<file path="config.mk">
export PLATFORM = sky130hd
export DESIGN_NAME = framed_packet_receiver_crc16_flat
export DESIGN_NICKNAME = d
export VERILOG_FILES = /design/src/hw/rtl/fpr_pkg.sv /design/src/hw/rtl/fpr_if.sv /design/src/hw/rtl/fpr_cfg.sv /design/src/hw/rtl/fpr_in_stage.sv /design/src/hw/rtl/fpr_core.sv /design/src/hw/rtl/framed_packet_receiver_crc16.sv /design/src/flat_wrapper.sv
export SDC_FILE = /design/constraint.sdc
export NUM_CORES = 1
export LEC_CHECK = 0
export BUFFER_PORTS_ARGS = -buffer_cell sky130_fd_sc_hd__buf_2
export CORE_ASPECT_RATIO = 0.8
export CORE_MARGIN = 2
export CORE_UTILIZATION = 59
export DETAILED_ROUTE_END_ITERATION = 8
export PLACE_DENSITY_LB_ADDON = 0.25
export SYNTH_ARGS = -nofsm -noshare
export SYNTH_HDL_FRONTEND = slang
export SYNTH_SLANG_ARGS = --single-unit
</file>
<file path="constraint.sdc">
create_clock -name clk -period 15.9 [get_ports clk]
set_clock_uncertainty 0.15 [all_clocks]
set_input_delay 0 -clock clk [delete_from_list [all_inputs] [get_ports clk]]
set_output_delay 0 -clock clk [all_outputs]
set_load 0.02 [all_outputs]
</file>
<file path="src/hw/rtl/fpr_pkg.sv">
`default_nettype none

package fpr_pkg;

	localparam int unsigned HEADER_BYTES = 7;
	localparam int unsigned CRC_BYTES    = 2;
	localparam int unsigned CNT_W        = 17;

	localparam logic [15:0] CRC_INIT = 16'hFFFF;
	localparam logic [15:0] CRC_POLY = 16'h8408;

	localparam logic [7:0]  START_RESET = 8'd27;
	localparam logic [7:0]  TOKEN_RESET = 8'd14;
	localparam logic [15:0] MAXLEN_RESET = 16'd512;

	typedef enum logic [1:0] {
		REG_START_BYTE = 2'd0,
		REG_TOKEN_BYTE = 2'd1,
		REG_MAX_BODY   = 2'd2,
		REG_UNUSED     = 2'd3
	} reg_idx_t;

	typedef enum logic [1:0] {
		PH_HUNT = 2'd0,
		PH_HEAD = 2'd1,
		PH_BODY = 2'd2,
		PH_CRC  = 2'd3
	} phase_t;

	typedef enum logic [1:0] {
		ST_OK        = 2'd0,
		ST_BAD_TOKEN = 2'd1,
		ST_TOO_LONG  = 2'd2,
		ST_BAD_CRC   = 2'd3
	} status_t;

	typedef enum logic {
		KIND_BODY = 1'b0,
		KIND_END  = 1'b1
	} kind_t;

	typedef struct packed {
		logic [7:0]  start_byte;
		logic [7:0]  token_byte;
		logic [15:0] max_body_len;
	} cfg_t;

	typedef struct packed {
		logic        kind;
		logic [7:0]  data_byte;
		logic [15:0] body_index;
		logic [1:0]  status;
		logic [15:0] seq_number;
		logic [15:0] body_length;
	} result_t;

	// reflected CRC-16-CCITT, one byte
	function automatic logic [15:0] crc_step(input logic [15:0] c, input logic [7:0] b);
		logic [15:0] x;
		x = c ^ {8'h00, b};
		for (int k = 0; k < 8; k++) begin
			x = x[0] ? ((x >> 1) ^ CRC_POLY) : (x >> 1);
		end
		return x;
	endfunction

endpackage

`default_nettype wire

</file>
<file path="src/hw/rtl/fpr_if.sv">
`default_nettype none

interface fpr_rx_if;
	logic       valid;
	logic       ready;
	logic [7:0] rx_byte;

	modport source (output valid, output rx_byte, input ready);
	modport sink   (input valid, input rx_byte, output ready);
endinterface

interface fpr_res_if;
	logic        valid;
	logic        ready;
	logic        kind;
	logic [7:0]  data_byte;
	logic [15:0] body_index;
	logic [1:0]  status;
	logic [15:0] seq_number;
	logic [15:0] body_length;

	modport source (output valid, output kind, output data_byte, output body_index,
		output status, output seq_number, output body_length, input ready);
	modport sink   (input valid, input kind, input data_byte, input body_index,
		input status, input seq_number, input body_length, output ready);
endinterface

interface fpr_cfg_if;
	logic        valid;
	logic        ready;
	logic [1:0]  index;
	logic [15:0] data;

	modport source (output valid, output index, output data, input ready);
	modport sink   (input valid, input index, input data, output ready);
endinterface

`default_nettype wire

</file>
<file path="src/hw/rtl/fpr_cfg.sv">
`default_nettype none

module fpr_cfg
	import fpr_pkg::*;
(
	input  wire  clk,
	input  wire  arst_n,
	fpr_cfg_if.sink cfg,
	output cfg_t cfg_regs
);

	cfg_t regs_q;

	assign cfg.ready = 1'b1;
	assign cfg_regs  = regs_q;

	always_ff @(posedge clk or negedge arst_n) begin
		if (!arst_n) begin
			regs_q.start_byte   <= START_RESET;
			regs_q.token_byte   <= TOKEN_RESET;
			regs_q.max_body_len <= MAXLEN_RESET;
		end else if (cfg.valid) begin
			unique case (reg_idx_t'(cfg.index))
				REG_START_BYTE: regs_q.start_byte   <= cfg.data[7:0];
				REG_TOKEN_BYTE: regs_q.token_byte   <= cfg.data[7:0];
				REG_MAX_BODY:   regs_q.max_body_len <= cfg.data;
				default: ;
			endcase
		end
	end

endmodule

`default_nettype wire

</file>
<file path="src/hw/rtl/fpr_in_stage.sv">
`default_nettype none

module fpr_in_stage
	import fpr_pkg::*;
(
	input  wire        clk,
	input  wire        arst_n,
	fpr_rx_if.sink     rx,
	input  wire        take,
	output logic       s1_valid,
	output logic [7:0] s1_byte
);

	logic       valid_s1;
	logic [7:0] byte_s1;

	// take a new item whenever the held one leaves or the stage is empty
	assign rx.ready = !valid_s1 || take;
	assign s1_valid = valid_s1;
	assign s1_byte  = byte_s1;

	always_ff @(posedge clk or negedge arst_n) begin
		if (!arst_n) begin
			valid_s1 <= 1'b0;
		end else if (rx.ready) begin
			valid_s1 <= rx.valid;
		end
	end

	always_ff @(posedge clk) begin
		if (rx.ready && rx.valid) begin
			byte_s1 <= rx.rx_byte;
		end
	end

endmodule

`default_nettype wire

</file>
<file path="src/hw/rtl/fpr_core.sv">
`default_nettype none

module fpr_core
	import fpr_pkg::*;
(
	input  wire        clk,
	input  wire        arst_n,
	input  cfg_t       cfg_regs,
	input  wire        s1_valid,
	input  wire  [7:0] s1_byte,
	output logic       take,
	fpr_res_if.source  res
);

	phase_t             phase_q, phase_d;
	logic [CNT_W-1:0]   cnt_q, cnt_d;
	logic [15:0]        crc_q, crc_d;
	logic [15:0]        seq_q, seq_d;
	logic [31:0]        len_q, len_d;
	result_t            res_q, res_d;
	logic               res_valid_q, emit;

	logic [15:0]        crc_new;
	logic [CNT_W-1:0]   cnt_inc;
	logic               hdr_done, crc_done, body_done;
	logic               bad_token, too_long;
	logic [15:0]        len16;

	assign take = s1_valid && (!res_valid_q || res.ready);

	// the length is complete before the token byte, so len_q is final when judged
	assign crc_new   = crc_step((phase_q == PH_HUNT) ? CRC_INIT : crc_q, s1_byte);
	assign cnt_inc   = cnt_q + 1'b1;
	assign hdr_done  = cnt_inc >= CNT_W'(HEADER_BYTES);
	assign crc_done  = cnt_inc >= CNT_W'(CRC_BYTES);
	assign body_done = {15'd0, cnt_inc} >= len_q;
	assign bad_token = s1_byte != cfg_regs.token_byte;
	assign too_long  = len_q > {16'd0, cfg_regs.max_body_len};
	assign len16     = (|len_q[31:16]) ? 16'hFFFF : len_q[15:0];

	// next state
	always_comb begin
		phase_d = phase_q;
		cnt_d   = cnt_q;
		crc_d   = crc_q;
		seq_d   = seq_q;
		len_d   = len_q;
		if (take) begin
			unique case (phase_q)
				PH_HUNT: begin
					if (s1_byte == cfg_regs.start_byte) begin
						crc_d   = crc_new;
						cnt_d   = '0;
						seq_d   = '0;
						len_d   = '0;
						phase_d = PH_HEAD;
					end
				end
				PH_HEAD: begin
					crc_d = crc_new;
					cnt_d = cnt_inc;
					unique case (cnt_q[2:0])
						3'd0: seq_d[7:0]   = s1_byte;
						3'd1: seq_d[15:8]  = s1_byte;
						3'd2: len_d[7:0]   = s1_byte;
						3'd3: len_d[15:8]  = s1_byte;
						3'd4: len_d[23:16] = s1_byte;
						3'd5: len_d[31:24] = s1_byte;
						default: ;
					endcase
					if (hdr_done) begin
						cnt_d = '0;
						if (bad_token || too_long) begin
							phase_d = PH_HUNT;
						end else begin
							phase_d = (len_q == 32'd0) ? PH_CRC : PH_BODY;
						end
					end
				end
				PH_BODY: begin
					crc_d = crc_new;
					cnt_d = cnt_inc;
					if (body_done) begin
						cnt_d   = '0;
						phase_d = PH_CRC;
					end
				end
				PH_CRC: begin
					crc_d = crc_new;
					cnt_d = cnt_inc;
					if (crc_done) begin
						cnt_d   = '0;
						phase_d = PH_HUNT;
					end
				end
				default: ;
			endcase
		end
	end

	// result for the item in hand
	always_comb begin
		emit              = 1'b0;
		res_d.kind        = KIND_END;
		res_d.data_byte   = '0;
		res_d.body_index  = '0;
		res_d.status      = ST_OK;
		res_d.seq_number  = seq_d;
		res_d.body_length = len16;
		unique case (phase_q)
			PH_HUNT: ;
			PH_HEAD: begin
				if (hdr_done) begin
					priority if (bad_token) begin
						emit         = 1'b1;
						res_d.status = ST_BAD_TOKEN;
					end else if (too_long) begin
						emit         = 1'b1;
						res_d.status = ST_TOO_LONG;
					end
				end
			end
			PH_BODY: begin
				emit             = 1'b1;
				res_d.kind       = KIND_BODY;
				res_d.data_byte  = s1_byte;
				res_d.body_index = cnt_q[15:0];
			end
			PH_CRC: begin
				if (crc_done) begin
					emit         = 1'b1;
					res_d.status = (crc_new == 16'd0) ? ST_OK : ST_BAD_CRC;
				end
			end
			default: ;
		endcase
	end

	always_ff @(posedge clk or negedge arst_n) begin
		if (!arst_n) begin
			phase_q     <= PH_HUNT;
			cnt_q       <= '0;
			crc_q       <= CRC_INIT;
			seq_q       <= '0;
			len_q       <= '0;
			res_valid_q <= 1'b0;
		end else begin
			phase_q <= phase_d;
			cnt_q   <= cnt_d;
			crc_q   <= crc_d;
			seq_q   <= seq_d;
			len_q   <= len_d;
			if (take) begin
				res_valid_q <= emit;
			end else if (res.ready) begin
				res_valid_q <= 1'b0;
			end
		end
	end

	always_ff @(posedge clk) begin
		if (take && emit) begin
			res_q <= res_d;
		end
	end

	assign res.valid       = res_valid_q;
	assign res.kind        = res_q.kind;
	assign res.data_byte   = res_q.data_byte;
	assign res.body_index  = res_q.body_index;
	assign res.status      = res_q.status;
	assign res.seq_number  = res_q.seq_number;
	assign res.body_length = res_q.body_length;

endmodule

`default_nettype wire

</file>
<file path="src/hw/rtl/framed_packet_receiver_crc16.sv">
// Framed packet receiver with reflected CRC-16-CCITT check.
//
// rx  : one received byte per item (valid/ready). Bytes are hunted for the
//       start byte, then a 7-byte header (sequence, 32-bit length, token),
//       the body and two CRC bytes follow.
// res : one item per body byte (kind body, with its index) and one frame-end
//       item per frame carrying status: ok, bad token, too long or bad crc.
// cfg : register writes (0 start byte, 1 token byte, 2 max body length);
//       always ready, write only while the block is idle.
// Path: a byte passes the input register, then the result register.
// Throughput is one byte per cycle while the result register is empty or
// being taken; the critical loop is the CRC byte update feeding the phase step.
// Stall: every byte, with or without a result, leaves the input register only
// while the result register is empty or being taken. While the result waits
// on res.ready, one more byte is held in the input register; rx.ready then
// drops until the result leaves.
// Reset: hunting, CRC at 0xFFFF, registers at their reset values, both
// stages empty.
`default_nettype none

module framed_packet_receiver_crc16
	import fpr_pkg::*;
(
	input  wire       clk,
	input  wire       arst_n,
	fpr_rx_if.sink    rx,
	fpr_res_if.source res,
	fpr_cfg_if.sink   cfg
);

	cfg_t       cfg_regs;
	logic       s1_valid;
	logic [7:0] s1_byte;
	logic       take;

	// hold the configuration registers
	fpr_cfg u_cfg (
		.clk      (clk),
		.arst_n   (arst_n),
		.cfg      (cfg),
		.cfg_regs (cfg_regs)
	);

	// register the incoming byte; acts as the skid slot while res stalls
	fpr_in_stage u_in (
		.clk      (clk),
		.arst_n   (arst_n),
		.rx       (rx),
		.take     (take),
		.s1_valid (s1_valid),
		.s1_byte  (s1_byte)
	);

	// advance the frame state and build the result
	fpr_core u_core (
		.clk      (clk),
		.arst_n   (arst_n),
		.cfg_regs (cfg_regs),
		.s1_valid (s1_valid),
		.s1_byte  (s1_byte),
		.take     (take),
		.res      (res)
	);

	// a held byte stays put until the core takes it
	a_s1_hold: assert property (@(posedge clk) disable iff (!arst_n)
		s1_valid && !take |=> s1_valid && $stable(s1_byte))
		else $error("input stage lost or changed a held byte");

	// rx only stalls with a byte already waiting
	a_rx_stall: assert property (@(posedge clk) disable iff (!arst_n)
		!rx.ready |-> s1_valid)
		else $error("rx stalled with empty input stage");

	// body items always carry ok status
	a_body_status: assert property (@(posedge clk) disable iff (!arst_n)
		res.valid && (res.kind == KIND_BODY) |-> res.status == ST_OK)
		else $error("body item with non-ok status");

	// never take a byte while the result register is blocked
	a_take_ok: assert property (@(posedge clk) disable iff (!arst_n)
		take |-> s1_valid && (!res.valid || res.ready))
		else $error("byte taken while result register blocked");

endmodule

`default_nettype wire
</file>
<file path="src/flat_wrapper.sv">
// flat-port wrapper written by rule: the top's interface ports become plain ports
module framed_packet_receiver_crc16_flat import fpr_pkg::*;
  (clk, arst_n, rx_valid, rx_rx_byte, rx_ready, res_valid, res_kind, res_data_byte, res_body_index, res_status, res_seq_number, res_body_length, res_ready, cfg_valid, cfg_index, cfg_data, cfg_ready);
  fpr_rx_if rx_i ();
  fpr_res_if res_i ();
  fpr_cfg_if cfg_i ();
  input  wire clk;
  input  wire arst_n;
  input wire logic [$bits(rx_i.valid)-1:0] rx_valid;
  input wire logic [$bits(rx_i.rx_byte)-1:0] rx_rx_byte;
  output wire logic [$bits(rx_i.ready)-1:0] rx_ready;
  output wire logic [$bits(res_i.valid)-1:0] res_valid;
  output wire logic [$bits(res_i.kind)-1:0] res_kind;
  output wire logic [$bits(res_i.data_byte)-1:0] res_data_byte;
  output wire logic [$bits(res_i.body_index)-1:0] res_body_index;
  output wire logic [$bits(res_i.status)-1:0] res_status;
  output wire logic [$bits(res_i.seq_number)-1:0] res_seq_number;
  output wire logic [$bits(res_i.body_length)-1:0] res_body_length;
  input wire logic [$bits(res_i.ready)-1:0] res_ready;
  input wire logic [$bits(cfg_i.valid)-1:0] cfg_valid;
  input wire logic [$bits(cfg_i.index)-1:0] cfg_index;
  input wire logic [$bits(cfg_i.data)-1:0] cfg_data;
  output wire logic [$bits(cfg_i.ready)-1:0] cfg_ready;
  assign rx_i.valid = rx_valid;
  assign rx_i.rx_byte = rx_rx_byte;
  assign rx_ready = rx_i.ready;
  assign res_valid = res_i.valid;
  assign res_kind = res_i.kind;
  assign res_data_byte = res_i.data_byte;
  assign res_body_index = res_i.body_index;
  assign res_status = res_i.status;
  assign res_seq_number = res_i.seq_number;
  assign res_body_length = res_i.body_length;
  assign res_i.ready = res_ready;
  assign cfg_i.valid = cfg_valid;
  assign cfg_i.index = cfg_index;
  assign cfg_i.data = cfg_data;
  assign cfg_ready = cfg_i.ready;
  framed_packet_receiver_crc16 u_core (.clk(clk), .arst_n(arst_n), .rx(rx_i), .res(res_i), .cfg(cfg_i));
endmodule
</file>
==> flow_metrics.tcl <==
set metrics [dict create \
    status "finished, final reports clean" \
    max_slew_margin_pct 31.65 \
    drc 0 \
    drt_iter0_markers 497 \
    finalCritPeriodShare_pct 27.52 \
    syn_area_um2 9170 \
    syn2layout_area_growth_pct 16.29 \
    cts_tree "done" \
    routed_via_density 5.872 \
    die_y_um 115.5 \
    worst-path-max-fanout 11 \
    drive_above_1_share_pct 24.22 \
    die_x_um 143.4 \
    seq_area_frac_synth_pct 54.20 \
    rows 40 \
    rsz0062_at_grt "no" \
    cts.sinks 184 \
    multi_input_area_um2 3816 \
    io_buffers 91 \
    irDropWorstVdd_v 0.0001634 \
    postCtsSetupBuffers 0 \
    finalSetupTns_ns 0 \
    tightestPinTransition_ns 1.025 \
    via_count 6688 \
    nets 985 \
    dp.final_hpwl_um 14920 \
    cts_root_buf "clkbuf_16" \
    gp_congestion 0.8586 \
    hold_class "input port to async pin" \
    yosys.cell_types.count 67 \
    fmax_ghz 0.2286 \
    seq_area_um2 4970 \
    syn_nets 883 \
    cp.arrival_ns 4.57 \
    finalHoldViolCount 0 \
    wl_um 21840 \
    ant_nets 0 \
    numCtsBuffers 17 \
    yosys_register_bits 184 \
    clockBufferDepth 2 \
    grt_max_degree 81 \
    dieArea_um2 16560 \
    drv_slew 0 \
    antenna_found_initial 1 \
    min_period_ns 4.375 \
    max_cap_viol_count 0 \
    grt_overflow_total 0 \
    ios 93 \
    setup_violations 0 \
    clk_latency_ns 0.43 \
    synthCells 814 \
    critPathKind "register to register" \
    fillers 1093 \
    grt_usage_pct 28.31 \
    end_kind "register" \
    h-tree-depth 4 \
    cts.reportedPaths.clkPinSlew_ns 0.07 \
    diodes 0 \
    grt_pass1_vias 6798 \
    grt_first_pass_wirelength_um 35950 \
    synth_edf_count 67 \
    start_util_pct 60.67 \
    wl_per_cell_um 19.17 \
    firstDrtPassIters 5 \
    p_leak_nw 4.587 \
    core_um2 15110 \
    crit_required_ns 16.09 \
    synthFlopType "dfrtp_1" \
    cp-start-kind "register" \
    synthArstFlopShare_pct 63.59 \
    yosysWarnings 0 \
    syn_area_per_cell_um2 11.27 \
    power_mw 1.930 \
    power_density_nw_per_um2 181.0 \
]
## kinds of logic (layout without fill, tap and decap cells)
family                   count (synthesis)  in the layout  synth area share [%]
AND/OR/NAND/NOR                        256            256                 14.34
flip-flops                             184            184                 54.20
AO/OA/AOI/OAI                          133            133                 10.02
buffers and inverters                   93            208                 4.271
XOR/XNOR                                59             59                 5.785
multiplexers                            50             50                 6.167
adder cells (fa/ha/maj)                 38             38                 5.185
other                                    1              1               0.04089
## synthesized netlist by cell type, drive strengths merged (4+ instances only)
library cell	n	area (um2)
o211ai	8	60.06
xor2	18	157.7
nor2	30	115.1
xnor2	40	350.3
o21ai	57	304.0
o21a	4	30.03
inv	50	187.7
or3	5	31.28
and3	30	187.7
and4	5	43.79
nand2b	8	50.05
clkbuf	28	105.1
edfxtp	67	2012
a21oi	16	80.08
dfrtp	93	2327
ha	38	475.5
buf	15	98.84
mux2	49	555.5
a22o	15	131.4
nor3	10	72.57
o221ai	7	92.59
dfstp	24	630.6
nand3	12	77.58
nand2	110	415.4
nand4	12	81.33
nor4	16	106.4
a211oi	4	30.03
## state kept, by name, indices dropped and copies added, names as in the netlist, named ones only
register and flops:
u_core.u_core.len_q 32, u_core.u_core.seq_q 16, u_core.u_core.res.data_byte 8, u_core.u_core.res.body_index 16, u_core.u_core.res.seq_number 16, u_core.u_core.res.valid 1
u_core.u_cfg.cfg_regs 32, u_core.u_core.res.status 2, u_core.u_in.s1_valid 1, u_core.u_in.s1_byte 8, u_core.u_core.phase_q 1, u_core.u_core.cnt_q 17
u_core.u_core.crc_q 16, u_core.u_core.res.kind 1, u_core.u_core.res.body_length 16
## power by group
group | leakage (nW) | internal, mW | switching (mW)
Clock | 0.307 | 0.244 | 0.199
Sequential | 2.02 | 0.667 | 0.108
Combinational | 2.26 | 0.271 | 0.441
Total | 4.59 | 1.18 | 0.748
## path summary, 6_finish.rpt
check,start,to,slack [ns],cells past startpoint
max,u_core.u_core.cnt_q[0],u_core.u_core.cnt_q[3],11.52,13
min,arst_n,u_core.u_cfg.cfg_regs[9],0.02,2
max reg2reg,u_core.u_core.cnt_q[0],u_core.u_core.cnt_q[3],11.52,13
min reg2reg,u_core.u_core.crc_q[8],u_core.u_core.crc_q[8],0.34,2
max in group asynchronous,arst_n,u_core.u_core.seq_q[12],14.53,3
min in group clk,rx_rx_byte[4],u_core.u_in.s1_byte[4],0.12,2
## stage by stage
stage	std cells	setup slack [ns]	cell area, um2	util, %	hold slack (ns)
6_report	1139	11.52	10660	70.55	0.02181
5_1_grt	1139	11.14	10660	70.55	0.02400
4_1_cts	1139	11.61	10660	70.55	0.006103
3_5_place_dp	1076	11.64	9724	64.34	-0.1649
3_3_place_gp	1076	11.79	9724	64.34	-0.1752
2_1_floorplan	814	10.81	9170	-	-0.4456
## cell type report
class                           count  share of cell area (%)
Multi-Input combinational cell    537                   35.79
Clock inverter                     14                   1.690
Clock buffer                       18                   4.118
Sequential cell                   184                   46.60
Inverter                           50                   1.760
Timing Repair Buffer              126                   7.579
Tap cell                          210                   2.464
## metal layers
| layer | track usage, % | part of all wire (%) | vias to the layer above |
|---|---|---|---|
| li1 | - | - | 3099 |
| met1 | 39.55 | 46 | 3302 |
| met2 | 45.17 | 47 | 244 |
| met3 | 5.289 | 5.2 | 41 |
| met4 | 9.804 | 2.1 | 2 |
| met5 | 0 | 0.050 | - |
## cell usage in the layout, fill, tap and decap left out, types with 8 or more instances in the layout
cell and count:
a21oi_1 16, a22o_1 15, and3_1 30, buf_2 90, clkbuf_16 17, dfrtp_1 93
dfstp_2 24, dlygate4sd3_1 30, edfxtp_1 67, ha_1 38, inv_1 50, mux2_2 48
nand2_1 109, nand2b_1 8, nand3_1 10, nand4_1 11, nor2_1 28, nor3_1 8
nor4_1 15, o211ai_1 8, o21ai_0 50, xnor2_1 40, xor2_1 18
## worst max-delay path: stages (launching register included)
cell	delay, ns
dfrtp_1	0.53
ha_1	0.47
nand2_2	0.15
nor4_1	0.48
nand4_1	0.19
xnor2_1	0.21
ha_1	0.29
a21o_1	0.20
a211oi_1	0.33
nand2_1	0.10
o211a_1	0.14
o22ai_2	0.43
o21ai_2	0.34
o221ai_1	0.26
## repair_timing
action                                  in CTS  in global routing
hold buffers                                31                  0
endpoints found under the setup margin       0                  0
resized for setup                            0                  0
hold endpoints to repair                    87                  0
Note: power is estimated with default switching activity, not from simulation.
